<file path="config.mk">
export PLATFORM = sky130hd
export DESIGN_NAME = iirfr_isqrt
export DESIGN_NICKNAME = d
export VERILOG_FILES = /design/src/hw/rtl/iirfr_pkg.sv /design/src/hw/rtl/iirfr_isqrt.sv
export SDC_FILE = /design/constraint.sdc
export NUM_CORES = 1
export LEC_CHECK = 0
export ABC_AREA = 1
export BUFFER_PORTS_ARGS = -buffer_cell sky130_fd_sc_hd__buf_2
export CELL_PAD_IN_SITES_DETAIL_PLACEMENT = 0
export CELL_PAD_IN_SITES_GLOBAL_PLACEMENT = 1
export CORE_MARGIN = 5
export CORE_UTILIZATION = 45
export CTS_CLUSTER_SIZE = 24
export DETAILED_ROUTE_END_ITERATION = 16
export GPL_TIMING_DRIVEN = 0
export PLACE_DENSITY = 0.83
export SLEW_MARGIN = 20
export SYNTH_ARGS = -nofsm -noshare
export SYNTH_HDL_FRONTEND = slang
export SYNTH_SLANG_ARGS = --single-unit
</file>
<file path="constraint.sdc">
create_clock -name aclk -period 7.1 [get_ports aclk]
set_clock_uncertainty 0.05 [all_clocks]
set_input_delay 1.065 -clock aclk [delete_from_list [all_inputs] [get_ports aclk]]
set_output_delay 1.065 -clock aclk [all_outputs]
set_load 0.005 [all_outputs]
</file>
<file path="src/hw/rtl/iirfr_pkg.sv">
`timescale 1ns / 1ps
`default_nettype none
// ----------------------------------------------------------------------------
// IIR frequency response package
// Shared constants, operation codes, register indexes and the status type of
// the iterative arithmetic units.
// ----------------------------------------------------------------------------
package iirfr_pkg;

    localparam int DEFAULT_MAX_TAPS = 16;

    // CORDIC rotation steps and the width of the step counter.
    localparam int CORDIC_STEPS = 24;
    localparam int CORDIC_IW    = 5;

    // Start value of x: the inverse CORDIC gain in Q2.30.
    localparam logic signed [33:0] CORDIC_GAIN = 34'sd652032874;

    // One in Q.27 and the component clamp bound.
    localparam logic signed [63:0] ONE_Q27  = 64'sd134217728;
    localparam logic signed [63:0] COMP_MAX = 64'sd2147483647;

    // Function codes of an input transaction.
    localparam logic [1:0] FUNC_LOAD_FF = 2'd0;
    localparam logic [1:0] FUNC_LOAD_FB = 2'd1;
    localparam logic [1:0] FUNC_EVAL    = 2'd2;

    // Configuration register indexes.
    localparam logic [1:0] REG_TAP_COUNT   = 2'd0;
    localparam logic [1:0] REG_FREQ_MODE   = 2'd1;
    localparam logic [1:0] REG_SAMPLE_RATE = 2'd2;

    // Status of an iterative unit: busy while it steps, done for one cycle.
    typedef struct packed {
        logic busy;
        logic done;
    } unit_stat_t;

    // Arctangent of 2^-i in units of 2^-32 turn.
    function automatic logic [31:0] atan_turn(input logic [CORDIC_IW-1:0] i);
        logic [31:0] v;
        case (i)
            5'd0:    v = 32'd536870912;
            5'd1:    v = 32'd316933406;
            5'd2:    v = 32'd167458907;
            5'd3:    v = 32'd85004756;
            5'd4:    v = 32'd42667331;
            5'd5:    v = 32'd21354465;
            5'd6:    v = 32'd10679838;
            5'd7:    v = 32'd5340245;
            5'd8:    v = 32'd2670163;
            5'd9:    v = 32'd1335087;
            5'd10:   v = 32'd667544;
            5'd11:   v = 32'd333772;
            5'd12:   v = 32'd166886;
            5'd13:   v = 32'd83443;
            5'd14:   v = 32'd41722;
            5'd15:   v = 32'd20861;
            5'd16:   v = 32'd10430;
            5'd17:   v = 32'd5215;
            5'd18:   v = 32'd2608;
            5'd19:   v = 32'd1304;
            5'd20:   v = 32'd652;
            5'd21:   v = 32'd326;
            5'd22:   v = 32'd163;
            5'd23:   v = 32'd81;
            default: v = 32'd0;
        endcase
        return v;
    endfunction

endpackage
`default_nettype wire

</file>
<file path="src/hw/rtl/iirfr_isqrt.sv">
`timescale 1ns / 1ps
`default_nettype none
// ----------------------------------------------------------------------------
// IIR frequency response square root
// Digit-by-digit floor square root of a 64-bit value, one result bit per
// cycle.
// ----------------------------------------------------------------------------
module iirfr_isqrt
    import iirfr_pkg::*;
(
    input  wire logic        aclk,
    input  wire logic        aresetn,
    input  wire logic        start,
    input  wire logic [63:0] radicand,
    output logic      [31:0] root,
    output unit_stat_t       stat
);

    logic [63:0] v_reg, r_reg, bit_reg;
    logic [4:0]  cnt_reg;
    logic        busy_reg, done_reg;

    logic [63:0] trial;

    assign trial = r_reg + bit_reg;

    always_ff @(posedge aclk) begin
        if (!aresetn) begin
            busy_reg <= 1'b0;
            done_reg <= 1'b0;
            cnt_reg  <= '0;
        end else begin
            done_reg <= 1'b0;
            if (start) begin
                v_reg    <= radicand;
                r_reg    <= '0;
                bit_reg  <= 64'h4000_0000_0000_0000;
                cnt_reg  <= '0;
                busy_reg <= 1'b1;
            end else if (busy_reg) begin
                if (v_reg >= trial) begin
                    v_reg <= v_reg - trial;
                    r_reg <= (r_reg >> 1) + bit_reg;
                end else begin
                    r_reg <= r_reg >> 1;
                end
                bit_reg <= bit_reg >> 2;
                cnt_reg <= cnt_reg + 1'b1;
                if (cnt_reg == 5'd31) begin
                    busy_reg <= 1'b0;
                    done_reg <= 1'b1;
                end
            end
        end
    end

    assign root      = r_reg[31:0];
    assign stat.busy = busy_reg;
    assign stat.done = done_reg;

endmodule
`default_nettype wire

</file>
# Word level (Yosys, flattened, before mapping)
# Cells that the tools add are included.
[word_totals] regBits=167 latchBits=0 mem_bits_rw=0 rom_bits=0 inputBits=67 output_inout_bits=34 wordCells=30 memories=0
[classes] n_addsub=4 mul=0 n_div=0 magnitude_cmp=1 eq_ne=1 shifts=0 muxes=10 bitwise=2 reduce_logical=6
[op_table] cell="$mux W64" n=5
[op_table] cell="$add A63 B63 Y64" n=1
[op_table] cell="$add A64 B63 Y64" n=1
[op_table] cell="$ge A64 B64 Y1" n=1
[op_table] cell="$sub A64 B64 Y64" n=1
[op_table] cell="$mux W63" n=1
[op_table] cell="$add A5 B1 Y5 const B" n=1
[op_table] cell="$eq A5 B5 Y1 const B" n=1
[op_table] cell="$mux W1" n=4
[op_table] cell="$reduce_bool A2 Y1" n=2
[op_table] cell="$reduce_and A3 Y1" n=1
[op_table] cell="$reduce_or A3 Y1" n=1
[op_table] cell="$not A1 Y1" n=2
[op_table] cell="$reduce_and A2 Y1" n=1
[op_table] cell="$reduce_or A2 Y1" n=1

# Logic depth before layout (Yosys ltp)
[depth] depth_word=5 mapped_depth=27 mapped_depth_nobuf=27

# Least setup slack after synthesis
# No wires, ideal clock.
[synth_timing] path_kind="in2reg" start="in start" end="reg v_reg[0] (enable)" setup_ns=0.418 arrival_time_ns=5.055 required_time_ns=6.632 setup_slack_ns=1.577 cell_stages=5 n_path_buf=1 path_cell_list="clkbuf_1 > o21ai_0 > inv_1 > o21ai_0 > inv_1"
[synth_via] elab_chain_cells=2 word_cells_on_any_way=3 classes_between="3 x reduce/logical"
[synth_rtl] item="start: declaration" line_no="iirfr_isqrt.sv:13" rtl="input wire logic start,"
[synth_rtl] item="$reduce_bool A2 Y1 (no line)"
[synth_rtl] item="$reduce_and A3 Y1 (no line) *"
[synth_rtl] item="end signal: assignment" line_no="iirfr_isqrt.sv:35" rtl="v_reg <= radicand;"
[synth_rtl] item="end signal: assignment" line_no="iirfr_isqrt.sv:42" rtl="v_reg <= v_reg - trial;"
[synth_rtl] item="end: declaration" line_no="iirfr_isqrt.sv:19" rtl="logic [63:0] v_reg, r_reg, bit_reg;"
# Every way passes the cells marked *; elsewhere a longest branch is shown, timed or not.
# A chain may end at the register's enable or synchronous reset.

# Final worst setup path
[layout_timing] start="reg r_reg[26]" end="reg v_reg[55] (enable)"
[layout_via] elab_chain_cells=4
[layout_rtl] item="start: declaration" line_no="iirfr_isqrt.sv:19"
[layout_rtl] item="start signal: assignment" line_no="iirfr_isqrt.sv:43" rtl="r_reg <= (r_reg >> 1) + bit_reg;"
[layout_rtl] item="start signal: assignment" line_no="iirfr_isqrt.sv:45" rtl="r_reg <= r_reg >> 1;"
[layout_rtl] item="$add A64 B63 Y64" line_no="iirfr_isqrt.sv:25" rtl="assign trial = r_reg + bit_reg;"
[layout_rtl] item="$ge A64 B64 Y1" line_no="iirfr_isqrt.sv:41" rtl="if (v_reg >= trial) begin"
[layout_rtl] item="$reduce_bool A2 Y1 (no line)"
[layout_rtl] item="$reduce_and A3 Y1 (no line)"
# Every way passes these cells.

==> flow_summary.toml <==
[run_status]
status = "finished clean"

[timing]
rsz0062_at_grt = "no"
maxSlewHeadroom = 0.348
max_freq_ghz = 0.177
worst_slew_pin_slew_ns = 0.978
setup_ws_ns = 1.45
setup-violations-final = 0
min_period_ns = 5.65
timing.final.crit_share = 0.796
slew_violations = 0
hold_slack_ns = 0.423
hold_viol_final = 0

[yosys]
synth_top_area_share = 0.261
synth-edff-count = 160
synth_warnings = 0
ys_ff_latch = 167
synthFlopType = "edfxtp_1"
avgSynthCellArea_um2 = 5.85
synth_commonest_cells = "1431 x nand2_1, 564 x inv_1, 341 x nor2_1"
ys_seq_area_frac = 0.240
syn_nets = 3722
synth.distinct_cells = 44
synth.most_common_cell = "nand2_1"
synth_top_area_cell = "nand2_1"
synthesis.area_mm2 = 0.0206
postSynthCellCount = 3522
synth_area_leaders = "nand2_1 26%, edfxtp_1 23%, inv_1 10%, ha_1 8.0%, nor2_1 6.2%"
async_flop_share = 0

[clock_network]
clk_pin_slew_ns = 0.07
cts-buffers-inserted = 17
hold_buffers = 0
cts_tree = "built"
ctsResizeCount = 0
htree_levels = 4
numClockSinks = 167
postCtsSetupRepairBufs = 0
root_buffer = "clkbuf_16"
cts_buffer_depth = 2
clk_latency_ns = 0.50

[grt]
gr-max-usage-layer = "met2"
grt_util_met1 = 0.381
grt_usage = 0.302
grt_overflow_total = 0
grt_pass1_wl_mm = 117
antenna_found_initial = 0
grtUsageMet2 = 0.509
grtUsageMet3 = 0.0337
grt_pass1_vias = 21400
grt_max_degree = 79

[cells_and_area]
post-route-cell-area_mm2 = 0.0224
drive_gt1_frac = 0.0626
antennaDiodeCount = 0
fin_nets = 3843
area_growth_pct = 8.96
fin_cells = 4256

[place]
dp.cells = 4224
gp_routability_congestion = 1.01
place_area_mm2 = 0.0219
dp_slack_ns = 1.62
place.port_buffers = 100
dp_hpwl_mm = 64.8

[worst_setup_path]
cp.arrival_ns = 5.78
end_kind = "register"
reg2reg_depth = 20
reg2reg_setup_slack_ns = 1.45
r2r-end = "v_reg[55]$_DFFE_PP_"
reg2reg_from = "r_reg[26]$_SDFFCE_PP0P_"
required_ns = 7.23
critPathMaxFanout = 48
critPathKind = "register to register"
startpoint_type = "register"

[routing]
detail-route-antenna-nets = 0
drtIter0Drc = 1752
drc_errors = 0
drt-vias-per-instance = 5.25
routed_wl_mm = 77.1
vias = 22300
first_pass_iters = 6
wl_per_cell_um = 18.1

[floorplan]
die_w_um = 224
initial_core_util = 0.455
ios = 101
coreArea_mm2 = 0.0453
die-area_mm2 = 0.0501
num_rows = 78
die_h_um = 224

[pwr]
ir_drop_mv = 0.183
leakage_nw = 11.7
total_power_mw = 5.07
power_density_mw_per_mm2 = 226

[min_path]
holdPathEnd = "cnt_reg[4]$_SDFFE_PP0P_"
hold_class = "register to register"
worst_hold_path.num_cells = 2
worstHoldStart = "cnt_reg[4]$_SDFFE_PP0P_"

[job]
maxCapViolations = 0
-- routing by layer --
| layer | up-vias | wire (um) |
|---|---|---|
| met3 | 195 | 3580 |
| met1 | 10200 | 33500 |
| met4 | 0 | 4480 |
| met5 | - | 0 |
| li1 | 11200 | - |
| met2 | 709 | 35600 |
-- stage by stage --
step           TNS (ns)   util
3_5_place_dp          0  0.484
6_report              0  0.495
3_3_place_gp     -58.23  0.482
5_1_grt               0  0.495
4_1_cts               0  0.495
2_1_floorplan         0      -
-- critical path, stage by stage, from the launching register on --
cell      delay, ns
edfxtp_1       0.54
ha_1           0.46
nand2_1        0.07
inv_1          0.07
nand3_1        0.11
nor2_1         0.40
nand2_1        0.08
o21ai_0        0.68
xnor2_1        0.19
ha_1           0.44
nand2_1        0.13
nor2_1         0.21
nand2_1        0.11
nor2_1         0.21
nand4_1        0.20
nand3_1        0.21
nand2_2        0.11
nand2_2        0.22
o21ai_0        0.18
inv_4          0.30
buf_16         0.31
-- placed cells by master, fill, tap and decap left out, types with 34 or more instances in the layout --
master,synthesis,final
nor3_1,43,43
xnor2_1,58,58
nand3_1,214,214
buf_4,34,34
nand2_1,1431,1431
edfxtp_1,160,160
nor2_1,341,341
o21ai_0,129,129
inv_1,564,562
a21oi_1,144,144
ha_1,132,132
buf_2,9,109
xor2_1,45,45
-- worst max path at each step --
stage               slack, ns  depth (start not counted)                  end               startpoint
floorplan                1.58                          5   v_reg[0]$_DFFE_PP_                    start
global placement        -0.91                          6   v_reg[5]$_DFFE_PP_                    start
finish                   1.45                         20  v_reg[55]$_DFFE_PP_  r_reg[26]$_SDFFCE_PP0P_
CTS                      1.59                         20   v_reg[3]$_DFFE_PP_  r_reg[10]$_SDFFCE_PP0P_
global route             1.20                         20  v_reg[49]$_DFFE_PP_  r_reg[26]$_SDFFCE_PP0P_
detailed placement       1.62                         20   v_reg[7]$_DFFE_PP_  r_reg[26]$_SDFFCE_PP0P_
-- cell families after synthesis --
logic type                 share of synthesized area
xor gates and xnor gates                      0.0438
DFF                                            0.240
and+or+nand+nor                                0.424
buffers and inverters                          0.128
adders and majority gates                     0.0812
AOI/OAI and AO/OA                             0.0830
-- report_power, final --
| part | internal [mW] | total (mW) | switching (mW) |
|---|---|---|---|
| Combinational | 0.923 | 2.76 | 1.84 |
| Clock | 0.447 | 0.911 | 0.464 |
| Sequential | 1.26 | 1.40 | 0.138 |
| Total | 2.63 | 5.07 | 2.44 |
-- final cells by class --
cell class,instances,area [um2]
Tap cell,600,751
Buffer,79,485
Multi-Input combinational cell,2705,13000
Sequential cell,167,4940
Fill cell,5063,22800
Clock inverter,14,101
Clock buffer,18,429
Inverter,571,2150
Timing Repair Buffer,102,556
(Power assumes the default switching activity.)
