File: config.mk
export PLATFORM = sky130hd
export DESIGN_NAME = iirfr_cordic
export DESIGN_NICKNAME = d
export VERILOG_FILES = /design/src/hw/rtl/iirfr_pkg.sv /design/src/hw/rtl/iirfr_cordic.sv
export SDC_FILE = /design/constraint.sdc
export NUM_CORES = 1
export LEC_CHECK = 0
export BUFFER_PORTS_ARGS = -buffer_cell sky130_fd_sc_hd__buf_4
export CELL_PAD_IN_SITES_DETAIL_PLACEMENT = 0
export CELL_PAD_IN_SITES_GLOBAL_PLACEMENT = 1
export CORE_MARGIN = 5
export CORE_UTILIZATION = 50
export DETAILED_ROUTE_END_ITERATION = 10
export HOLD_SLACK_MARGIN = 0.15
export PLACE_DENSITY = 0.83
export SLEW_MARGIN = 30
export SYNTH_ARGS = -nofsm -noshare
export SYNTH_HDL_FRONTEND = slang
export SYNTH_SLANG_ARGS = --single-unit
File: constraint.sdc
create_clock -name aclk -period 8.5 [get_ports aclk]
set_input_delay 2.125 -clock aclk [delete_from_list [all_inputs] [get_ports aclk]]
set_output_delay 2.125 -clock aclk [all_outputs]
set_load 0.05 [all_outputs]
File: src/hw/rtl/iirfr_pkg.sv
`timescale 1ns / 1ps
`default_nettype none
// ----------------------------------------------------------------------------
// IIR frequency response package
// Shared constants, operation codes, register indexes and the status type of
// the iterative arithmetic units.
// ----------------------------------------------------------------------------
package iirfr_pkg;

    localparam int DEFAULT_MAX_TAPS = 16;

    // CORDIC rotation steps and the width of the step counter.
    localparam int CORDIC_STEPS = 24;
    localparam int CORDIC_IW    = 5;

    // Start value of x: the inverse CORDIC gain in Q2.30.
    localparam logic signed [33:0] CORDIC_GAIN = 34'sd652032874;

    // One in Q.27 and the component clamp bound.
    localparam logic signed [63:0] ONE_Q27  = 64'sd134217728;
    localparam logic signed [63:0] COMP_MAX = 64'sd2147483647;

    // Function codes of an input transaction.
    localparam logic [1:0] FUNC_LOAD_FF = 2'd0;
    localparam logic [1:0] FUNC_LOAD_FB = 2'd1;
    localparam logic [1:0] FUNC_EVAL    = 2'd2;

    // Configuration register indexes.
    localparam logic [1:0] REG_TAP_COUNT   = 2'd0;
    localparam logic [1:0] REG_FREQ_MODE   = 2'd1;
    localparam logic [1:0] REG_SAMPLE_RATE = 2'd2;

    // Status of an iterative unit: busy while it steps, done for one cycle.
    typedef struct packed {
        logic busy;
        logic done;
    } unit_stat_t;

    // Arctangent of 2^-i in units of 2^-32 turn.
    function automatic logic [31:0] atan_turn(input logic [CORDIC_IW-1:0] i);
        logic [31:0] v;
        case (i)
            5'd0:    v = 32'd536870912;
            5'd1:    v = 32'd316933406;
            5'd2:    v = 32'd167458907;
            5'd3:    v = 32'd85004756;
            5'd4:    v = 32'd42667331;
            5'd5:    v = 32'd21354465;
            5'd6:    v = 32'd10679838;
            5'd7:    v = 32'd5340245;
            5'd8:    v = 32'd2670163;
            5'd9:    v = 32'd1335087;
            5'd10:   v = 32'd667544;
            5'd11:   v = 32'd333772;
            5'd12:   v = 32'd166886;
            5'd13:   v = 32'd83443;
            5'd14:   v = 32'd41722;
            5'd15:   v = 32'd20861;
            5'd16:   v = 32'd10430;
            5'd17:   v = 32'd5215;
            5'd18:   v = 32'd2608;
            5'd19:   v = 32'd1304;
            5'd20:   v = 32'd652;
            5'd21:   v = 32'd326;
            5'd22:   v = 32'd163;
            5'd23:   v = 32'd81;
            default: v = 32'd0;
        endcase
        return v;
    endfunction

endpackage
`default_nettype wire

File: src/hw/rtl/iirfr_cordic.sv
`timescale 1ns / 1ps
`default_nettype none
// ----------------------------------------------------------------------------
// IIR frequency response CORDIC
// Iterative rotation-mode CORDIC, one step per cycle, giving cosine and sine
// in Q2.30 of a phase given as a 32-bit fraction of a turn.
// ----------------------------------------------------------------------------
module iirfr_cordic
    import iirfr_pkg::*;
(
    input  wire logic               aclk,
    input  wire logic               aresetn,
    input  wire logic               start,
    input  wire logic        [31:0] phase,
    output logic signed      [31:0] cos_out,
    output logic signed      [31:0] sin_out,
    output unit_stat_t              stat
);

    logic signed [33:0]    x_reg, y_reg, z_reg;
    logic [CORDIC_IW-1:0]  iter_reg;
    logic                  flip_reg;
    logic                  busy_reg, done_reg;

    logic        flip;
    logic [31:0] folded;
    logic [31:0] quarter;

    // Fold the phase into [-1/4, 1/4) turn; a half-turn fold negates both.
    assign quarter = phase + 32'h4000_0000;
    assign flip    = quarter[31];
    assign folded  = flip ? (phase + 32'h8000_0000) : phase;

    always_ff @(posedge aclk) begin
        if (!aresetn) begin
            busy_reg <= 1'b0;
            done_reg <= 1'b0;
            iter_reg <= '0;
        end else begin
            done_reg <= 1'b0;
            if (start) begin
                x_reg    <= CORDIC_GAIN;
                y_reg    <= '0;
                z_reg    <= {{2{folded[31]}}, folded};
                flip_reg <= flip;
                iter_reg <= '0;
                busy_reg <= 1'b1;
            end else if (busy_reg) begin
                if (z_reg >= 0) begin
                    x_reg <= x_reg - (y_reg >>> iter_reg);
                    y_reg <= y_reg + (x_reg >>> iter_reg);
                    z_reg <= z_reg - $signed({2'b00, atan_turn(iter_reg)});
                end else begin
                    x_reg <= x_reg + (y_reg >>> iter_reg);
                    y_reg <= y_reg - (x_reg >>> iter_reg);
                    z_reg <= z_reg + $signed({2'b00, atan_turn(iter_reg)});
                end
                if (iter_reg == CORDIC_IW'(CORDIC_STEPS - 1)) begin
                    busy_reg <= 1'b0;
                    done_reg <= 1'b1;
                end else begin
                    iter_reg <= iter_reg + 1'b1;
                end
            end
        end
    end

    assign cos_out   = flip_reg ? 32'(-x_reg) : x_reg[31:0];
    assign sin_out   = flip_reg ? 32'(-y_reg) : y_reg[31:0];
    assign stat.busy = busy_reg;
    assign stat.done = done_reg;

endmodule
`default_nettype wire

Yosys cells after proc, flatten, opt, wreduce, memory -nomap -nowiden
Memory sizes are Yosys's and may differ from the RTL's. A register that Yosys moved wholly into a read port is not among the register bits.
Cells that the tools add are included.
{"block": "word_totals", "word_cells": 59, "memories": 2, "ram_bits": 0, "latchBits": 0, "output_inout_bits": 66, "regBits": 110, "inputBits": 35, "rom_bits": 1920}
{"block": "classes", "div": 0, "bitwise_logic": 3, "n_eq_ne": 1, "add_sub_neg": 11, "muxes": 26, "mul": 0, "reduce_logical": 6, "n_lt_le_gt_ge": 1, "n_shift": 2}
{"memory": "(name not given)", "words": 32, "word_bits": 30, "rd": 1, "rd_ports_with_merged_regs": 1, "wr": 0, "line_no": "iirfr_pkg.sv:42", "text": "case (i)"}
{"memory": "(name not given)", "words": 32, "word_bits": 30, "rd": 1, "rd_ports_with_merged_regs": 1, "wr": 0, "line_no": "iirfr_pkg.sv:42"}
{"cell": "$mux 32", "count": 11}
{"cell": "$mux 34", "count": 7}
{"cell": "$add 34x34->34", "count": 2}
{"cell": "$sshr 34x5->34", "count": 2}
{"cell": "$sub 34x34->34", "count": 2}
{"cell": "$neg 32->32", "count": 2}
{"cell": "$add 34x33->34", "count": 1}
{"cell": "$ge 34x1->1 const B", "count": 1}
{"cell": "$sub 34x33->34", "count": 1}
{"cell": "$add 32x31->32 const B", "count": 1}
{"cell": "$add 32x32->32 const B", "count": 1}
{"cell": "$mux 5", "count": 4}
{"cell": "$reduce_and 2->1", "count": 3}
{"cell": "$add 5x1->5 const B", "count": 1}
{"cell": "$eq 5x5->1 const B", "count": 1}
{"cell": "$mux 1", "count": 4}
{"cell": "$not 1->1", "count": 3}
{"cell": "$reduce_or 3->1", "count": 1}
{"cell": "$reduce_bool 2->1", "count": 1}
{"cell": "$reduce_or 2->1", "count": 1}

Longest topological paths before layout
{"block": "depth", "depth_word": 9, "ltp_mapped": 29, "depth_no_buf": 23}

Least setup slack after synthesis
OpenSTA, ideal clock, no wires.
{"block": "synth_timing", "path_kind": "input port to flip-flop", "from": "in start", "to": "reg x_reg[0], enable pin", "required_ns": 8.031, "setup_slack_ns": 2.732, "arrival_time_ns": 5.299, "setup_ns": 0.469, "path_stages": 4, "path_cell_list": "clkbuf_1 clkbuf_1 clkbuf_1 o21a_1"}
{"block": "synth_between", "elab_chain_len": 2}
{"item": "from (decl)", "line_no": "iirfr_cordic.sv:13", "text": "input wire logic start,"}
{"item": "$reduce_bool 2->1 (no source line)"}
{"item": "$reduce_and 2->1 (no source line)"}
{"item": "to (signal assigned)", "line_no": "iirfr_cordic.sv:50", "text": "x_reg <= x_reg - (y_reg >>> iter_reg);"}
{"item": "to (signal assigned)", "line_no": "iirfr_cordic.sv:54", "text": "x_reg <= x_reg + (y_reg >>> iter_reg);"}
{"item": "to (decl)", "line_no": "iirfr_cordic.sv:20", "text": "logic signed [33:0] x_reg, y_reg, z_reg;"}
No other way between the ends.
A chain may end at the register's enable or synchronous reset.

Worst setup path after layout
{"block": "layout_timing", "from": "reg iter_reg[1]", "to": "reg y_reg[31] (data pin)"}
{"block": "layout_between", "elab_chain_len": 4, "elab_cells_between_ends": 5}
{"item": "from (decl)", "line_no": "iirfr_cordic.sv:21", "text": "logic [CORDIC_IW-1:0] iter_reg;"}
{"item": "from (signal assigned)", "line_no": "iirfr_cordic.sv:62", "text": "iter_reg <= iter_reg + 1'b1;"}
{"item": "$sshr 34x5->34 (*)", "line_no": "iirfr_cordic.sv:51, iirfr_cordic.sv:55"}
{"item": "$sub 34x34->34 or $add 34x34->34 (tied branches)", "line_no": "iirfr_cordic.sv:55, iirfr_cordic.sv:51"}
{"item": "$mux 34 (*)", "line_no": "iirfr_cordic.sv:49", "text": "if (z_reg >= 0) begin"}
{"item": "$mux 34 (*)", "line_no": "iirfr_cordic.sv:48", "text": "end else if (busy_reg) begin"}
{"item": "to (signal assigned)", "line_no": "iirfr_cordic.sv:51", "text": "y_reg <= y_reg + (x_reg >>> iter_reg);"}
{"item": "to (signal assigned)", "line_no": "iirfr_cordic.sv:55", "text": "y_reg <= y_reg - (x_reg >>> iter_reg);"}
{"item": "to (decl)", "line_no": "iirfr_cordic.sv:20"}
Every way passes the cells marked *; elsewhere a longest branch is shown, timed or not. The select of a mux whose other input is x is not followed.

==> flow_metrics.tcl <==
set metrics [dict create \
    synth_top_cell_area_share_pct 16.07 \
    leakagePower_nw 7.951 \
    async_flop_share_pct 0 \
    grt_max_degree 83 \
    status "finished, final reports clean" \
    clockBufferDepth 2 \
    drc 0 \
    design_area_um2 20670 \
    grtUsageTotal_pct 30.68 \
    num_antenna_cells 0 \
    wl_per_cell_um 23.66 \
    synthFlopType "edfxtp_1" \
    grt_antenna_before_repair 1 \
    crit_buf_inv 0 \
    p_clk_share_pct 12.4 \
    arrival_ns 7.38 \
    yosysMostFrequentCell "nand2_1" \
    port_buffers 100 \
    relSlewSlack_pct 32.44 \
    cp_common_cell "a41oi_1" \
    critPathCaptureType "flip-flop" \
    dr.pass1.iters 8 \
    fin_crit_ns 7.176 \
    clock_sinks 140 \
    synth_enable_flop_cells 103 \
    maxCapViolations 0 \
    critPathKind "flip-flop to flip-flop" \
    grt_pass1_wl_mm 102.3 \
    fmax_mhz 139.4 \
    rsz0062_at_grt "false" \
    syn_area_per_cell_um2 8.316 \
    grt_pass1_vias 17330 \
    setup-tns-final_ns 0 \
    cts_buffers 17 \
    cts_tree "done" \
    num_rows 71 \
    htreeDepth 4 \
    final_max_slew_viol_count 0 \
    ant_nets 0 \
    area.growth.synth_to_final_pct 7.396 \
    final_hold_viol_count 0 \
    drive_gt1_share_pct 13.54 \
    vias 18780 \
    multi_input_area_um2 14440 \
    synth_seq_cells 140 \
    p_int_mw 3.065 \
    grt-ovfl-total 0 \
    synth_nets 2465 \
    dpl_cell_area_um2 20100 \
    timing.final.crit_share_pct 84.42 \
    holdWs_ns 0.7827 \
    p_sw_share_pct 51.18 \
    die_w_um 206.2 \
    cp_top_family "compound AO/OA/AOI/OAI gates" \
    start_kind "flip-flop" \
    crit_fanout 59 \
    synthTopCellsByArea "edfxtp_1, mux4_2, ha_1, xnor2_1, nand2_1" \
    setup_viol 0 \
    dr.first_iter.drc_count 2118 \
    post_cts_buffers 0 \
    comb_power_share_pct 65.8 \
    regArea_um2 3850 \
    crit_chain "mux4_2, a222oi_1, o21ai_1, a2111o_1, a211o_1, nor4b_4, a41oi_1, xor2_1, ha_1, and3_1, and2_0, a221oi_1, a21boi_0, or2_2, a21oi_1, o21ai_0, a41oi_1, mux2_2" \
    synth_warnings 0 \
    cts_root_buf "clkbuf_16" \
    synthTopCellsByCount "nand2_1, o21ai_0, nor2_1" \
    worstPathRequired_ns 8.71 \
    power.density_nw_per_um2 303.6 \
    place.gp.congestion 0.9710 \
    tightest_slew_ns 1.010 \
    holdBufCountCts 0 \
    syn_area_um2 19250 \
    finClkSkew_ns 0.02810 \
    nFillCells 3600 \
    fp.dieH_um 206.2 \
    routed_wl_mm 66.61 \
    p_seq_share_pct 21.9 \
    cts_resized 0 \
    dp_cells 2783 \
    synthCells 2315 \
    netlist-cell-type-count 98 \
    stdcell_count 2815 \
    initial_core_util_pct 50.87 \
    routed_via_density 6.672 \
    slowest_stage "dfxtp_4" \
    clk_pin_slew_worst_paths_ns 0.07 \
    fin_util_pct 54.63 \
    hold_path_class "flip-flop to flip-flop" \
    yosysSeqAreaShare_pct 19.91 \
    p_sw_mw 3.212 \
    core_um2 37840 \
    post-synth-top-area-cell "edfxtp_1" \
    clk_latency_ns 0.48 \
    nets 2441 \
    dp_hpwl_mm 49.38 \
    dieArea_um2 42530 \
    max_stage_delay_ns 0.93 \
    ir_worst_vdd_uv 178.0 \
    num_io_pins 101 \
]
==> through the flow <==
step | worst slack, ns | total power, mW
floorplan | 2.732 | 4.386
global placement | 1.678 | 5.387
detailed placement | 1.492 | 5.431
CTS | 1.428 | 6.228
global route | 0.8700 | 6.703
finish | 1.324 | 6.277
==> tightest hold or removal path: stages (launching register included) <==
cell and delay [ns]:
dfxtp_1 0.38, o31ai_1 0.24, a21boi_0 0.12
==> power groups by stage <==
stage | combinational [mW] | clock, mW | sequential (mW)
6_report | 4.13 | 0.777 | 1.37
5_1_grt | 4.51 | 0.814 | 1.38
4_1_cts | 4.08 | 0.790 | 1.36
3_5_place_dp | 4.06 | 0 | 1.37
3_3_place_gp | 4.02 | 0 | 1.36
2_1_floorplan | 3.33 | 0 | 1.06
==> cells in the final DEF, fill, tap and decap left out, types with 39 or more instances in the layout <==
| cell type | Yosys | layout |
|---|---|---|
| a21o_1 | 66 | 66 |
| inv_1 | 59 | 59 |
| nand2_1 | 233 | 233 |
| xnor2_1 | 132 | 132 |
| buf_4 | 11 | 122 |
| a21oi_1 | 138 | 138 |
| xor2_1 | 91 | 91 |
| mux2_2 | 53 | 53 |
| ha_1 | 112 | 112 |
| nor2_1 | 154 | 154 |
| edfxtp_1 | 103 | 103 |
| o31ai_1 | 39 | 39 |
| mux4_2 | 63 | 63 |
| o21ai_0 | 168 | 168 |
| mux2i_1 | 70 | 70 |
| nand3_1 | 50 | 50 |
==> layer usage <==
| metal | up-vias | GRT usage [%] | routed length, um |
|---|---|---|---|
| met4 | 2 | 10.48 | 2497 |
| met5 | - | 0 | 15 |
| met2 | 890 | 50.86 | 31080 |
| li1 | 8684 | - | - |
| met1 | 9070 | 40.95 | 28220 |
| met3 | 137 | 4.739 | 4787 |
==> cell type report <==
class	instances	share of cell area, %
clock buffer	18	2.179
sequential	140	18.62
clock inverter	14	0.5870
tap	511	3.092
inverter	63	1.144
multi-input combinational	1946	69.85
timing repair buffer	123	4.527
==> cell families after synthesis <==
kind of cell	share of synthesized area, %
buffers and inverters	5.109
muxes	14.38
adders and majority gates	7.643
AOI/OAI and AO/OA	25.06
and+or+nand+nor	17.74
xor gates and xnor gates	10.15
DFF	19.91
==> worst paths after layout <==
| path | from | endpoint | slack, ns | depth (start not counted) |
|---|---|---|---|---|
| min | busy_reg$_SDFF_PN0_ | busy_reg$_SDFF_PN0_ | 0.78 | 2 |
| min reg2reg | busy_reg$_SDFF_PN0_ | busy_reg$_SDFF_PN0_ | 0.78 | 2 |
| max | iter_reg[1]$_SDFFE_PP0P_ | y_reg[31]$_SDFFCE_PP0P_ | 1.32 | 18 |
| max reg2reg | iter_reg[1]$_SDFFE_PP0P_ | y_reg[31]$_SDFFCE_PP0P_ | 1.32 | 18 |
Power figures use the tool's default switching activity.
