===== src/hw/rtl/iirfr_pkg.sv =====
`timescale 1ns / 1ps
`default_nettype none
// ----------------------------------------------------------------------------
// IIR frequency response package
// Shared constants, operation codes, register indexes and the status type of
// the iterative arithmetic units.
// ----------------------------------------------------------------------------
package iirfr_pkg;

    localparam int DEFAULT_MAX_TAPS = 16;

    // CORDIC rotation steps and the width of the step counter.
    localparam int CORDIC_STEPS = 24;
    localparam int CORDIC_IW    = 5;

    // Start value of x: the inverse CORDIC gain in Q2.30.
    localparam logic signed [33:0] CORDIC_GAIN = 34'sd652032874;

    // One in Q.27 and the component clamp bound.
    localparam logic signed [63:0] ONE_Q27  = 64'sd134217728;
    localparam logic signed [63:0] COMP_MAX = 64'sd2147483647;

    // Function codes of an input transaction.
    localparam logic [1:0] FUNC_LOAD_FF = 2'd0;
    localparam logic [1:0] FUNC_LOAD_FB = 2'd1;
    localparam logic [1:0] FUNC_EVAL    = 2'd2;

    // Configuration register indexes.
    localparam logic [1:0] REG_TAP_COUNT   = 2'd0;
    localparam logic [1:0] REG_FREQ_MODE   = 2'd1;
    localparam logic [1:0] REG_SAMPLE_RATE = 2'd2;

    // Status of an iterative unit: busy while it steps, done for one cycle.
    typedef struct packed {
        logic busy;
        logic done;
    } unit_stat_t;

    // Arctangent of 2^-i in units of 2^-32 turn.
    function automatic logic [31:0] atan_turn(input logic [CORDIC_IW-1:0] i);
        logic [31:0] v;
        case (i)
            5'd0:    v = 32'd536870912;
            5'd1:    v = 32'd316933406;
            5'd2:    v = 32'd167458907;
            5'd3:    v = 32'd85004756;
            5'd4:    v = 32'd42667331;
            5'd5:    v = 32'd21354465;
            5'd6:    v = 32'd10679838;
            5'd7:    v = 32'd5340245;
            5'd8:    v = 32'd2670163;
            5'd9:    v = 32'd1335087;
            5'd10:   v = 32'd667544;
            5'd11:   v = 32'd333772;
            5'd12:   v = 32'd166886;
            5'd13:   v = 32'd83443;
            5'd14:   v = 32'd41722;
            5'd15:   v = 32'd20861;
            5'd16:   v = 32'd10430;
            5'd17:   v = 32'd5215;
            5'd18:   v = 32'd2608;
            5'd19:   v = 32'd1304;
            5'd20:   v = 32'd652;
            5'd21:   v = 32'd326;
            5'd22:   v = 32'd163;
            5'd23:   v = 32'd81;
            default: v = 32'd0;
        endcase
        return v;
    endfunction

endpackage
`default_nettype wire


===== src/hw/rtl/iirfr_div.sv =====
`timescale 1ns / 1ps
`default_nettype none
// ----------------------------------------------------------------------------
// IIR frequency response divider
// Restoring unsigned divider, 64-bit dividend by 32-bit divisor, one quotient
// bit per cycle.
// ----------------------------------------------------------------------------
module iirfr_div
    import iirfr_pkg::*;
(
    input  wire logic        aclk,
    input  wire logic        aresetn,
    input  wire logic        start,
    input  wire logic [63:0] dividend,
    input  wire logic [31:0] divisor,
    output logic      [63:0] quotient,
    output unit_stat_t       stat
);

    logic [63:0] dvd_reg, quo_reg;
    logic [31:0] rem_reg, dsr_reg;
    logic [5:0]  cnt_reg;
    logic        busy_reg, done_reg;

    logic [32:0] rem_shift, rem_sub;
    logic        fits;

    assign rem_shift = {rem_reg, dvd_reg[63]};
    assign fits      = rem_shift >= {1'b0, dsr_reg};
    assign rem_sub   = rem_shift - {1'b0, dsr_reg};

    always_ff @(posedge aclk) begin
        if (!aresetn) begin
            busy_reg <= 1'b0;
            done_reg <= 1'b0;
            cnt_reg  <= '0;
        end else begin
            done_reg <= 1'b0;
            if (start) begin
                dvd_reg  <= dividend;
                dsr_reg  <= divisor;
                rem_reg  <= '0;
                quo_reg  <= '0;
                cnt_reg  <= '0;
                busy_reg <= 1'b1;
            end else if (busy_reg) begin
                rem_reg <= fits ? rem_sub[31:0] : rem_shift[31:0];
                quo_reg <= {quo_reg[62:0], fits};
                dvd_reg <= {dvd_reg[62:0], 1'b0};
                cnt_reg <= cnt_reg + 1'b1;
                if (cnt_reg == 6'd63) begin
                    busy_reg <= 1'b0;
                    done_reg <= 1'b1;
                end
            end
        end
    end

    assign quotient  = quo_reg;
    assign stat.busy = busy_reg;
    assign stat.done = done_reg;

endmodule
`default_nettype wire


===== config.mk =====
export PLATFORM = sky130hd
export DESIGN_NAME = iirfr_div
export DESIGN_NICKNAME = d
export VERILOG_FILES = /design/src/hw/rtl/iirfr_pkg.sv /design/src/hw/rtl/iirfr_div.sv
export SDC_FILE = /design/constraint.sdc
export NUM_CORES = 1
export LEC_CHECK = 0
export BUFFER_PORTS_ARGS = -buffer_cell sky130_fd_sc_hd__buf_2
export CORE_MARGIN = 5
export CORE_UTILIZATION = 30
export DETAILED_ROUTE_END_ITERATION = 10
export PLACE_DENSITY = 0.58
export SLEW_MARGIN = 20
export SYNTH_ARGS = -nofsm -noshare
export SYNTH_HDL_FRONTEND = slang
export SYNTH_SLANG_ARGS = --single-unit

===== constraint.sdc =====
create_clock -name aclk -period 6.45 [get_ports aclk]
set_input_delay 1.29 -clock aclk [delete_from_list [all_inputs] [get_ports aclk]]
set_output_delay 1.29 -clock aclk [all_outputs]
set_load 0.02 [all_outputs]

* Word-level counts from Yosys, hierarchy flattened
Cells that the tools add are included. W data, S select, Z words.
Storage, ports and cells: memories 0, latch bits 0, register bits after elaboration 200, input port bits 99, bits in writable memories 0, bits in read-only memories 0, output and inout port bits 66, word-level logic and storage cells 27
Cells by class: muxes and demuxes 9, eq/ne operators 1, add/subtract/negate cells 2, div/mod/pow operators 0, multiply operators 0, reductions and logical operators 5, shifts and indexed selects 0, bitwise logic cells 2, order comparisons 1
Operators by type and width (number):
- $mux W64 | 3
- $mux W32 | 2
- $ge A33 B32 Y1 | 1
- $sub A32 B32 Y32 | 1
- $add A6 B1 Y6 const B | 1
- $eq A6 B6 Y1 const B | 1
- $mux W1 | 4
- $reduce_and A2 Y1 | 2
- $reduce_or A3 Y1 | 1
- $not A1 Y1 | 2
- $reduce_bool A2 Y1 | 1
- $reduce_or A2 Y1 | 1

* Depth between registers and ports, before layout
Gate-level depths: netlist of the first run.
depth after elaboration 4, mapped depth 13

* Worst setup path after synthesis of the first run
No wires, ideal clock.
path kind input port to flip-flop, start in start, end reg dvd_reg[0], enable pin, slack 410 ps, data required time 5916 ps, stages on the path 3, buffers on the path 2, library setup time 534 ps, arrival time 5506 ps, cells stage by stage clkbuf_1 clkbuf_1 o21a_1
On the way: word-level cells in the longest chain between the ends 2
RTL lines:
- from (decl) | line iirfr_div.sv:13 | input wire logic start,
- $reduce_bool A2 Y1 (no line)
- $reduce_and A2 Y1 (no line)
- to (signal assigned) | line iirfr_div.sv:40 | dvd_reg <= dividend;
- to (signal assigned) | line iirfr_div.sv:49 | dvd_reg <= {dvd_reg[62:0], 1'b0};
- to (decl) | line iirfr_div.sv:20 | logic [63:0] dvd_reg, quo_reg;
No other way between the ends. A chain may end at the register's enable or synchronous reset.

* Worst setup path in the final report of the first run
start reg rem_reg[15], end reg rem_reg[22] (data pin)
On the way: word-level cells in the longest chain between the ends 3, elaborated cells between the ends (all ways) 4, those cells by class add/sub (1); order compare (1); mux (2)
RTL lines:
- from (decl) | line iirfr_div.sv:21 | logic [31:0] rem_reg, dsr_reg;
- from (signal assigned) | line iirfr_div.sv:47 | rem_reg <= fits ? rem_sub[31:0] : rem_shift[31:0];
- $sub A32 B32 Y32 / $ge A33 B32 Y1 (equally long branches) | line iirfr_div.sv:30, iirfr_div.sv:29
- $mux W32 * | line iirfr_div.sv:47
- $mux W32 * | line iirfr_div.sv:46 | end else if (busy_reg) begin
Mark *: on every way between the ends. The rest lies on a longest branch, timed or not. The select of a mux whose other input is x is not followed.

==> results of run 1 <==
## power by group through the flow
stage	combinational (uW)	sequential, uW	clock, uW
6_report	631	1580	1110
3_3_place_gp	625	1600	0
4_1_cts	634	1580	1160
5_1_grt	700	1590	1200
3_5_place_dp	631	1610	0
2_1_floorplan	454	1630	0
## worst min path at each step
stage / from / end / slack, ns / depth (start not counted)
2_1_floorplan: cnt_reg[5] / done_reg / 0.46 / 2
3_5_place_dp: cnt_reg[5] / cnt_reg[5] / 0.48 / 2
5_1_grt: cnt_reg[5] / done_reg / 0.53 / 2
6_report: cnt_reg[5] / cnt_reg[5] / 0.49 / 2
3_3_place_gp: cnt_reg[5] / cnt_reg[5] / 0.48 / 2
4_1_cts: cnt_reg[5] / cnt_reg[5] / 0.49 / 2
## layout make-up
| type | count | area (um^2) |
|---|---|---|
| antenna | 2 | 5.00 |
| clock buffer | 17 | 425 |
| clock inverter | 14 | 181 |
| fill | 3269 | 20700 |
| inverter | 39 | 146 |
| multi-input combinational | 485 | 3550 |
| sequential | 200 | 5930 |
| tap | 442 | 553 |
| timing repair buffer | 166 | 855 |
## synth_stat cells, drive strengths merged, types with 3 or more instances
master / count
nand4: 8
o21a: 4
a21o: 11
and2: 3
nor2: 38
mux2: 63
nand3: 16
and3: 3
nor2b: 67
edfxtp: 192
o211a: 3
o31ai: 3
o21bai: 3
dfxtp: 8
or2: 4
inv: 39
xnor2: 17
o311a: 3
nand2: 58
o211ai: 3
nor3: 8
a21oi: 51
o21ai: 17
mux2i: 7
a211oi: 10
buf: 16
xor2: 10
nand2b: 6
ha: 33
clkbuf: 19
or3: 5
nor4: 3
## cells by family after synthesis
group           after synthesis
simple gates                227
flops                       200
compound gates              127
buf+inv                      74
mux                          70
fa+ha+maj                    34
xor+xnor                     27
## metrics by stage
step                hold slack (ns)  power [uW]   util  instances
floorplan                     0.458        2090      -        759
global placement              0.477        2230  0.341       1332
detailed placement            0.483        2240  0.341       1332
CTS                           0.494        3370  0.360       1363
global route                  0.528        3490  0.360       1365
finish                        0.492        3320  0.360       1365
## routing by layer
layer / part of all wire / vias up
met2: 0.44 / 174
met3: 0.066 / 32
li1: - / 3095
met5: 0.0028 / -
met4: 0.016 / 12
met1: 0.48 / 3084
## tightest hold or removal path, stage by stage (launching register included)
cell and delay, ns:
dfxtp_1 0.32, o21ai_0 0.07, a21oi_1 0.06
## cells in the final DEF, fill, tap and decap left out, drive strengths merged, types with 4 or more instances in the layout
cell / n
o21a: 4
a21o: 11
buf: 166
mux2: 63
nand2: 58
ha: 33
dfxtp: 8
xnor2: 17
clkbuf: 17
nand3: 16
mux2i: 7
clkinv: 5
nor2b: 67
inv: 47
a211oi: 10
or2: 4
nor3: 8
or3: 5
o21ai: 17
edfxtp: 192
nor2: 38
a21oi: 51
nand2b: 6
nand4: 8
xor2: 10
==> impl_metrics.json, run 1 <==
{
  "die_h_um": 191,
  "fin_nets": 1042,
  "cp-endpoint": "rem_reg[22]",
  "firstDrtPassIters": 5,
  "wirelength_um": 22000,
  "area_growth_pct": 18.8,
  "synth-simple-area-share": 0.123,
  "ant_nets": 0,
  "fin_tns_setup_ns": 0,
  "synthMuxAreaShare": 0.0795,
  "path_clk_slew_ns": 0.08,
  "synthDistinctLibCells": 70,
  "cts_htree_levels": 4,
  "ys_ff_latch": 200,
  "cp_slowest_cell": "or2_1",
  "synth_compound_area_frac": 0.0905,
  "yosysWarnings": 0,
  "comb_power_share": 0.190,
  "grt_pass1_vias": 6466,
  "synth_top_family_by_area": "simple AND/OR/NAND/NOR gates",
  "grt_max_degree": 118,
  "final_layout_size_suffix_gt1_frac": 0.305,
  "placed_cell_area_um2": 11000,
  "power.switching_uw": 965,
  "stdcell_area_um2": 11600,
  "synthXorXnorAreaFrac": 0.0241,
  "swShare": 0.291,
  "gr-usage-met1": 0.163,
  "cts_made_buffers": 17,
  "p_clk_frac": 0.335,
  "initial_core_util": 0.303,
  "synth_area_leaders": "edfxtp_1 (59%), mux2_2 (7.2%), nor2b_1 (4.3%), ha_1 (4.2%), a21oi_1 (2.5%)",
  "drc_errors": 0,
  "busiest_layer": "met2",
  "path_buf_inv": 0,
  "syn_inst": 759,
  "portBuffers": 164,
  "gp_congestion": 0.883,
  "synth_seq_area_share": 0.605,
  "path_depth": 9,
  "grt.overflow.total": 0,
  "cts_setup_buffers": 0,
  "rsz0062_at_grt": "false",
  "netlist_area_um2": 9800,
  "setup.worst_path.end_class": "flop",
  "place_hpwl_um": 14900,
  "synthAdderAreaFrac": 0.0442,
  "slew_headroom": 0.324,
  "syn_area_per_cell_um2": 12.9,
  "ir_worst_vdd_uv": 195,
  "grt_usage": 0.121,
  "clk_latency_ns": 0.45,
  "critPathKind": "flop to flop",
  "synth_edf_count": 192,
  "cp_slowest_stage_delay_ns": 0.84,
  "reg2reg_depth": 9,
  "synth_top_cell_by_area": "edfxtp_1",
  "clock_skew_ns": 0.0121,
  "rr_startpoint": "rem_reg[15]",
  "use_met3": 0.0425,
  "cp.arrival_ns": 3.81,
  "drt_iter0_markers": 382,
  "cts_sinks": 200,
  "die-area_um2": 36400,
  "antenna_found_initial": 9,
  "final.min_clock_period_ns": 3.61,
  "worstPathCellList": "ha_1 -> a211oi_2 -> o311a_1 -> o31ai_2 -> and2b_4 -> a2111oi_4 -> or2_1 -> nor4b_2 -> a311o_1",
  "power_frac_seq": 0.475,
  "cp.required_ns": 6.65,
  "syn_nets": 892,
  "grtUsageMet2": 0.180,
  "tritoncts": "built",
  "hold_viol": 0,
  "max_slew.worst_pin.slew_ns": 1.01,
  "path_max_fanout": 23,
  "synth_top_area_share": 0.588,
  "ys_async_sr_fraction": 0,
  "via_per_inst": 4.69,
  "coreArea_um2": 32400,
  "synth_ff_type": "edfxtp_1",
  "power_leakage_uw": 0.00449,
  "status": "finished, final reports clean",
  "rows": 66,
  "vias": 6397,
  "fmaxAchievable_mhz": 277,
  "p_per_area_nw_per_um2": 285,
  "die_w_um": 191,
  "wl_per_cell_um": 16.2,
  "cp-startpoint": "rem_reg[15]",
  "maxSlewViolCount": 0,
  "ios": 165,
  "r2r_setup_slack_ns": 2.84,
  "critPathLaunchType": "flop",
  "ctsHoldBuffers": 0,
  "cts.path.max_buffers": 2,
  "fin_crit_sh": 0.560,
  "grt_pass1_wl_um": 34700,
  "max-cap-violations": 0,
  "crit_family": "compound AO/OA/AOI/OAI gates",
  "root_buffer": "clkbuf_16",
  "setup_viol_count_final": 0,
  "fin_ws_ns": 2.84,
  "cts-resized-gates": 0,
  "hold_path_class": "flop to flop",
  "internal_power_uw": 2360,
  "r2r_end": "rem_reg[22]",
  "place_ws_ns": 2.83
}
Power figures use the tool's default switching activity.
==> inputs of run 2 (changes only) <==
--- a/config.mk
+++ b/config.mk
@@ -9,7 +9,7 @@
 export CORE_MARGIN = 5
 export CORE_UTILIZATION = 30
 export DETAILED_ROUTE_END_ITERATION = 10
-export PLACE_DENSITY = 0.58
+export PLACE_DENSITY = 0.6
 export SLEW_MARGIN = 20
 export SYNTH_ARGS = -nofsm -noshare
 export SYNTH_HDL_FRONTEND = slang
==> constraint.sdc (replaced) <==
create_clock -name aclk -period 3.2 [get_ports aclk]
set_input_delay 0.64 -clock aclk [delete_from_list [all_inputs] [get_ports aclk]]
set_output_delay 0.64 -clock aclk [all_outputs]
set_load 0.02 [all_outputs]
==> run 2 against run 1 <==
Global-route usage fell by 0.083 points. Clock-buffer cell count rose by 1. Register-to-register slack got worse by 2.6 ns. Sequential power rose by 100%. Core utilization rose by 0.51 points. Non-clock buffer count rose by 22. Final area rose by 1.4%. Hold slack got worse by 0.14 ns. Combinational power rose by 120%. Largest cell class unchanged. Largest power group unchanged.
==> impl_metrics.json, run 2 (same netlist as run 1, synthesis figures left out) <==
{
  "slew_headroom": 0.518,
  "fin_nets": 1064,
  "coreArea_um2": 32400,
  "fin_tns_setup_ns": 0,
  "critPathKind": "flop to flop",
  "portBuffers": 164,
  "drt_iter0_markers": 285,
  "fin_crit_sh": 0.940,
  "die_h_um": 191,
  "rsz0062_at_grt": "true",
  "hold_path_class": "primary input to flop",
  "cts.path.max_buffers": 2,
  "fin_util": 0.365,
  "internal_power_uw": 4770,
  "ctsHoldBuffers": 0,
  "p_per_area_nw_per_um2": 563,
  "root_buffer": "clkbuf_16",
  "gp_congestion": 0.801,
  "path_buf_inv": 1,
  "p_clk_frac": 0.317,
  "status": "finished, final reports clean",
  "power.switching_uw": 1880,
  "setup_viol_count_final": 0,
  "critPathLaunchType": "flop",
  "tritoncts": "built",
  "final.min_clock_period_ns": 3.01,
  "cts_sinks": 200,
  "die-area_um2": 36400,
  "multi_input_area_um2": 3570,
  "power_leakage_uw": 0.00457,
  "wl_per_cell_um": 15.7,
  "regArea_um2": 5930,
  "firstDrtPassIters": 5,
  "path_max_fanout": 5,
  "final_common_cell": "edfxtp_1",
  "fillCellCount": 3233,
  "comb_power_share": 0.205,
  "cp_slowest_cell": "fa_1",
  "power_frac_seq": 0.478,
  "ir_worst_vdd_uv": 380,
  "crit_family": "compound AO/OA/AOI/OAI gates",
  "drc_errors": 0,
  "place_hpwl_um": 15400,
  "antenna_found_initial": 11,
  "max-cap-violations": 0,
  "max_slew.worst_pin.slew_ns": 0.723,
  "cp.required_ns": 3.41,
  "final_layout_size_suffix_gt1_frac": 0.321,
  "grt_usage": 0.120,
  "vias": 6397,
  "clock_skew_ns": 0.0170,
  "worstPathCellList": "inv_1 -> ha_1 -> fa_1 -> nand2b_1 -> a21oi_2 -> o2111ai_1 -> a211oi_2 -> o221ai_2 -> o21ai_2 -> nor4b_2 -> a311o_1",
  "grt_max_degree": 128,
  "cts_htree_levels": 4,
  "die_w_um": 191,
  "maxSlewViolCount": 0,
  "cp.arrival_ns": 3.22,
  "initial_core_util": 0.303,
  "cts_made_buffers": 17,
  "grt.overflow.total": 0,
  "fmaxAchievable_mhz": 332,
  "wirelength_um": 21800,
  "setup.worst_path.end_class": "flop",
  "swShare": 0.282,
  "clk_latency_ns": 0.45,
  "path_clk_slew_ns": 0.09,
  "grt_pass1_vias": 6601,
  "ios": 165,
  "rows": 66,
  "via_per_inst": 4.61,
  "hold_viol": 0,
  "area_growth_pct": 20.5,
  "grt_pass1_wl_um": 34600,
  "ant_nets": 0,
  "cp_slowest_stage_delay_ns": 0.39,
  "final_cell_mix": "edfxtp_1 (192), buf_2 (163), nor2b_1 (67), mux2_2 (63), nand2_1 (57)"
}
[run 2: changes by cell type in the layout (fill, tap and decap cells not counted), sizes merged]
| cell | previous run | this run |
|---|---|---|
| buf | 166 | 188 |
| diode | 2 | 3 |
| clkinvlp | 0 | 3 |
| clkinv | 5 | 6 |
| inv | 47 | 43 |
| clkbuf | 17 | 18 |
[run 2: through the flow]
stage          instances  cell area (um^2)  power, uW  setup WS, ns  hold WS, ns
2_1_floorplan        759              9810       4190         0.298        0.458
3_3_place_gp        1352             11200       4560         0.154        0.472
3_5_place_dp        1352             11200       4580        0.0586        0.503
4_1_cts             1384             11800       6720        0.0425        0.332
5_1_grt             1388             11800       6990      -0.00563        0.338
6_report            1389             11800       6650         0.191        0.356
[run 2: routing by layer]
metal / share of wire / track usage / routed length (um)
met2: 0.46 / 0.186 / 9920
met4: 0.013 / 0.0376 / 275
met3: 0.074 / 0.0503 / 1610
met1: 0.45 / 0.153 / 9860
met5: 0.0050 / 0 / 110
[run 2: timing repair]
action,in CTS,in global routing
setup endpoints to repair,0,10
buffers inserted,0,2
resized for setup,0,5
[run 2: power groups by stage]
stage	logic (uW)	clock network, uW	registers (uW)
4_1_cts	1350	2190	3180
6_report	1360	2110	3180
2_1_floorplan	915	0	3280
5_1_grt	1500	2290	3200
3_3_place_gp	1330	0	3230
3_5_place_dp	1350	0	3230
[run 2: layout make-up]
| type | count | share of cell area |
|---|---|---|
| sequential | 200 | 0.502 |
| clock inverter | 14 | 0.0105 |
| timing repair buffer | 188 | 0.0895 |
| tap | 442 | 0.0468 |
| inverter | 39 | 0.0124 |
| multi-input combinational | 485 | 0.302 |
| antenna | 3 | 0.000636 |
| clock buffer | 18 | 0.0363 |
[run 2: path summary, 6_finish.rpt]
check         startpoint  depth (start not counted)     endpoint  slack, ns
max          dvd_reg[63]                         11  rem_reg[22]       0.19
max reg2reg  dvd_reg[63]                         11  rem_reg[22]       0.19
min reg2reg   cnt_reg[5]                          2   cnt_reg[5]       0.51
min          divisor[17]                          1  dsr_reg[17]       0.36
==> inputs of run 3 (changes only) <==
--- a/config.mk
+++ b/config.mk
@@ -10,7 +10,6 @@
 export CORE_UTILIZATION = 30
 export DETAILED_ROUTE_END_ITERATION = 10
 export PLACE_DENSITY = 0.6
-export SLEW_MARGIN = 20
 export SYNTH_ARGS = -nofsm -noshare
 export SYNTH_HDL_FRONTEND = slang
 export SYNTH_SLANG_ARGS = --single-unit
==> constraint.sdc (replaced) <==
create_clock -name aclk -period 2.6 [get_ports aclk]
set_input_delay 0.52 -clock aclk [delete_from_list [all_inputs] [get_ports aclk]]
set_output_delay 0.52 -clock aclk [all_outputs]
set_load 0.02 [all_outputs]
==> run 3 against run 2 <==
The flow now finishes with violations (negative setup slack). Global-route usage up 1.3 points. Setup slack worse by 0.39 ns. Routed wire length increased by 12%. Combinational power up 95%. Total power rose by 39%. Hold slack got worse by 0.11 ns. Fmax grew 7.5%. Critical path type unchanged. Critical endpoint is now rem_reg[26]. Largest cell class unchanged. Highest routed layer unchanged.
==> impl_metrics.json, run 3 (same netlist as run 1, synthesis figures left out) <==
{
  "fin_tns_setup_ns": -3.75,
  "die_h_um": 191,
  "final_layout_size_suffix_gt1_frac": 0.490,
  "grt_usage": 0.132,
  "max_slew.worst_pin.slew_ns": 0.528,
  "clk_latency_ns": 0.45,
  "p_clk_frac": 0.289,
  "p_per_area_nw_per_um2": 677,
  "root_buffer": "clkbuf_16",
  "min_path_cells": 1,
  "portBuffers": 164,
  "cts_sinks": 200,
  "place_ws_ns": -0.328,
  "antenna_found_initial": 10,
  "vias": 6914,
  "fin_nets": 1195,
  "fin_crit_sh": 1.08,
  "tritoncts": "built",
  "cts.path.max_buffers": 2,
  "dp_cells": 1456,
  "grt_max_degree": 103,
  "rsz0062_at_grt": "true",
  "grt.overflow.total": 0,
  "power_frac_seq": 0.424,
  "max-cap-violations": 0,
  "grt_pass1_wl_um": 38200,
  "die_w_um": 191,
  "ios": 165,
  "final_cell_mix": "edfxtp_1 (192), buf_2 (163), buf_4 (126), nor2b_1 (66), mux2_2 (63)",
  "hold_viol": 0,
  "fmaxAchievable_mhz": 357,
  "status": "finished with violations",
  "power_leakage_uw": 0.00543,
  "violations": "negative setup slack",
  "hold_path_class": "primary input to flop",
  "comb_power_share": 0.286,
  "coreArea_um2": 32400,
  "grtUsageMet2": 0.207,
  "drc_errors": 0,
  "cts_htree_levels": 4,
  "area_growth_pct": 39.2,
  "path_clk_slew_ns": 0.08,
  "cp.arrival_ns": 2.98,
  "setup.worst_path.end_class": "flop",
  "power.switching_uw": 2770,
  "slew_headroom": 0.648,
  "ant_nets": 0,
  "critPathLaunchType": "flop",
  "initial_core_util": 0.303,
  "swShare": 0.300,
  "busiest_layer": "met2",
  "finalNonFillerCells": 1519,
  "maxSlewViolCount": 0,
  "path_max_fanout": 4,
  "reg2reg_depth": 11,
  "clock_skew_ns": 0.0144,
  "fin_util": 0.421,
  "use_met3": 0.0478,
  "cts_made_buffers": 17,
  "wl_per_cell_um": 16.1,
  "fin_ws_ns": -0.198,
  "wirelength_um": 24400,
  "cp.required_ns": 2.79,
  "setup_viol_count_final": 33,
  "firstDrtPassIters": 4,
  "final.min_clock_period_ns": 2.80,
  "place_hpwl_um": 16800,
  "final_common_cell": "edfxtp_1",
  "internal_power_uw": 6470,
  "gr-usage-met1": 0.171,
  "ir_worst_vdd_uv": 422,
  "via_per_inst": 4.55,
  "finalPower_uw": 9240,
  "grt_pass1_vias": 7230,
  "gp_congestion": 0.805,
  "drt_iter0_markers": 365,
  "rows": 66,
  "die-area_um2": 36400,
  "critPathKind": "flop to flop"
}
## run 3: cell type report
type | instances | area, um^2
Clock inverter | 14 | 149
Sequential cell | 200 | 5930
Timing Repair Buffer | 319 | 2280
Multi-Input combinational cell | 485 | 4150
Inverter | 39 | 146
Tap cell | 442 | 553
Clock buffer | 18 | 429
Antenna cell | 2 | 5.00
Fill cell | 3121 | 18700
## run 3: worst max-delay path, cell delays in order, from the launching register on
cell,delay (ns)
edfxtp_1,0.35
inv_1,0.05
ha_2,0.19
fa_2,0.34
nand2b_4,0.16
a21oi_4,0.18
o2111ai_4,0.15
a211oi_4,0.34
o221ai_4,0.17
o41ai_2,0.34
xnor2_1,0.17
a211oi_2,0.09
## run 3: per-layer routing
metal	part of all wire	vias up
li1	-	3399
met1	0.45	3331
met2	0.47	139
met3	0.063	31
met4	0.013	14
met5	0.0028	-
## run 3: what timing repair did
item / in CTS / in global routing
hold buffers: 0 / 0
pin swaps: 35 / 27
hold endpoints to repair: 0 / 0
gates resized for setup: 76 / 61
cloned: 3 / 0
endpoints found under the setup margin: 33 / 33
setup buffers: 17 / 9
## run 3: worst paths after layout
| check | from | to | slack, ns |
|---|---|---|---|
| min reg2reg | cnt_reg[5] | cnt_reg[5] | 0.53 |
| max reg2reg | dvd_reg[63] | rem_reg[26] | -0.20 |
| max | dvd_reg[63] | rem_reg[26] | -0.20 |
| min | divisor[6] | dsr_reg[6] | 0.25 |
## run 3: through the flow
stage               hold WS, ns  instance area [um^2]
global route              0.217                 13600
floorplan                 0.458                  9850
CTS                       0.215                 13300
global placement          0.473                 12100
detailed placement        0.512                 12100
finish                    0.245                 13600
## run 3: power groups by stage
| stage | combinational [uW] | clock, uW | sequential (uW) |
|---|---|---|---|
| final | 2650 | 2680 | 3920 |
| after global routing | 2860 | 2910 | 3950 |
| after CTS | 2410 | 2770 | 3920 |
| after detailed placement | 2040 | 0 | 3980 |
| after global placement | 2020 | 0 | 3970 |
| after floorplan | 1150 | 0 | 4030 |
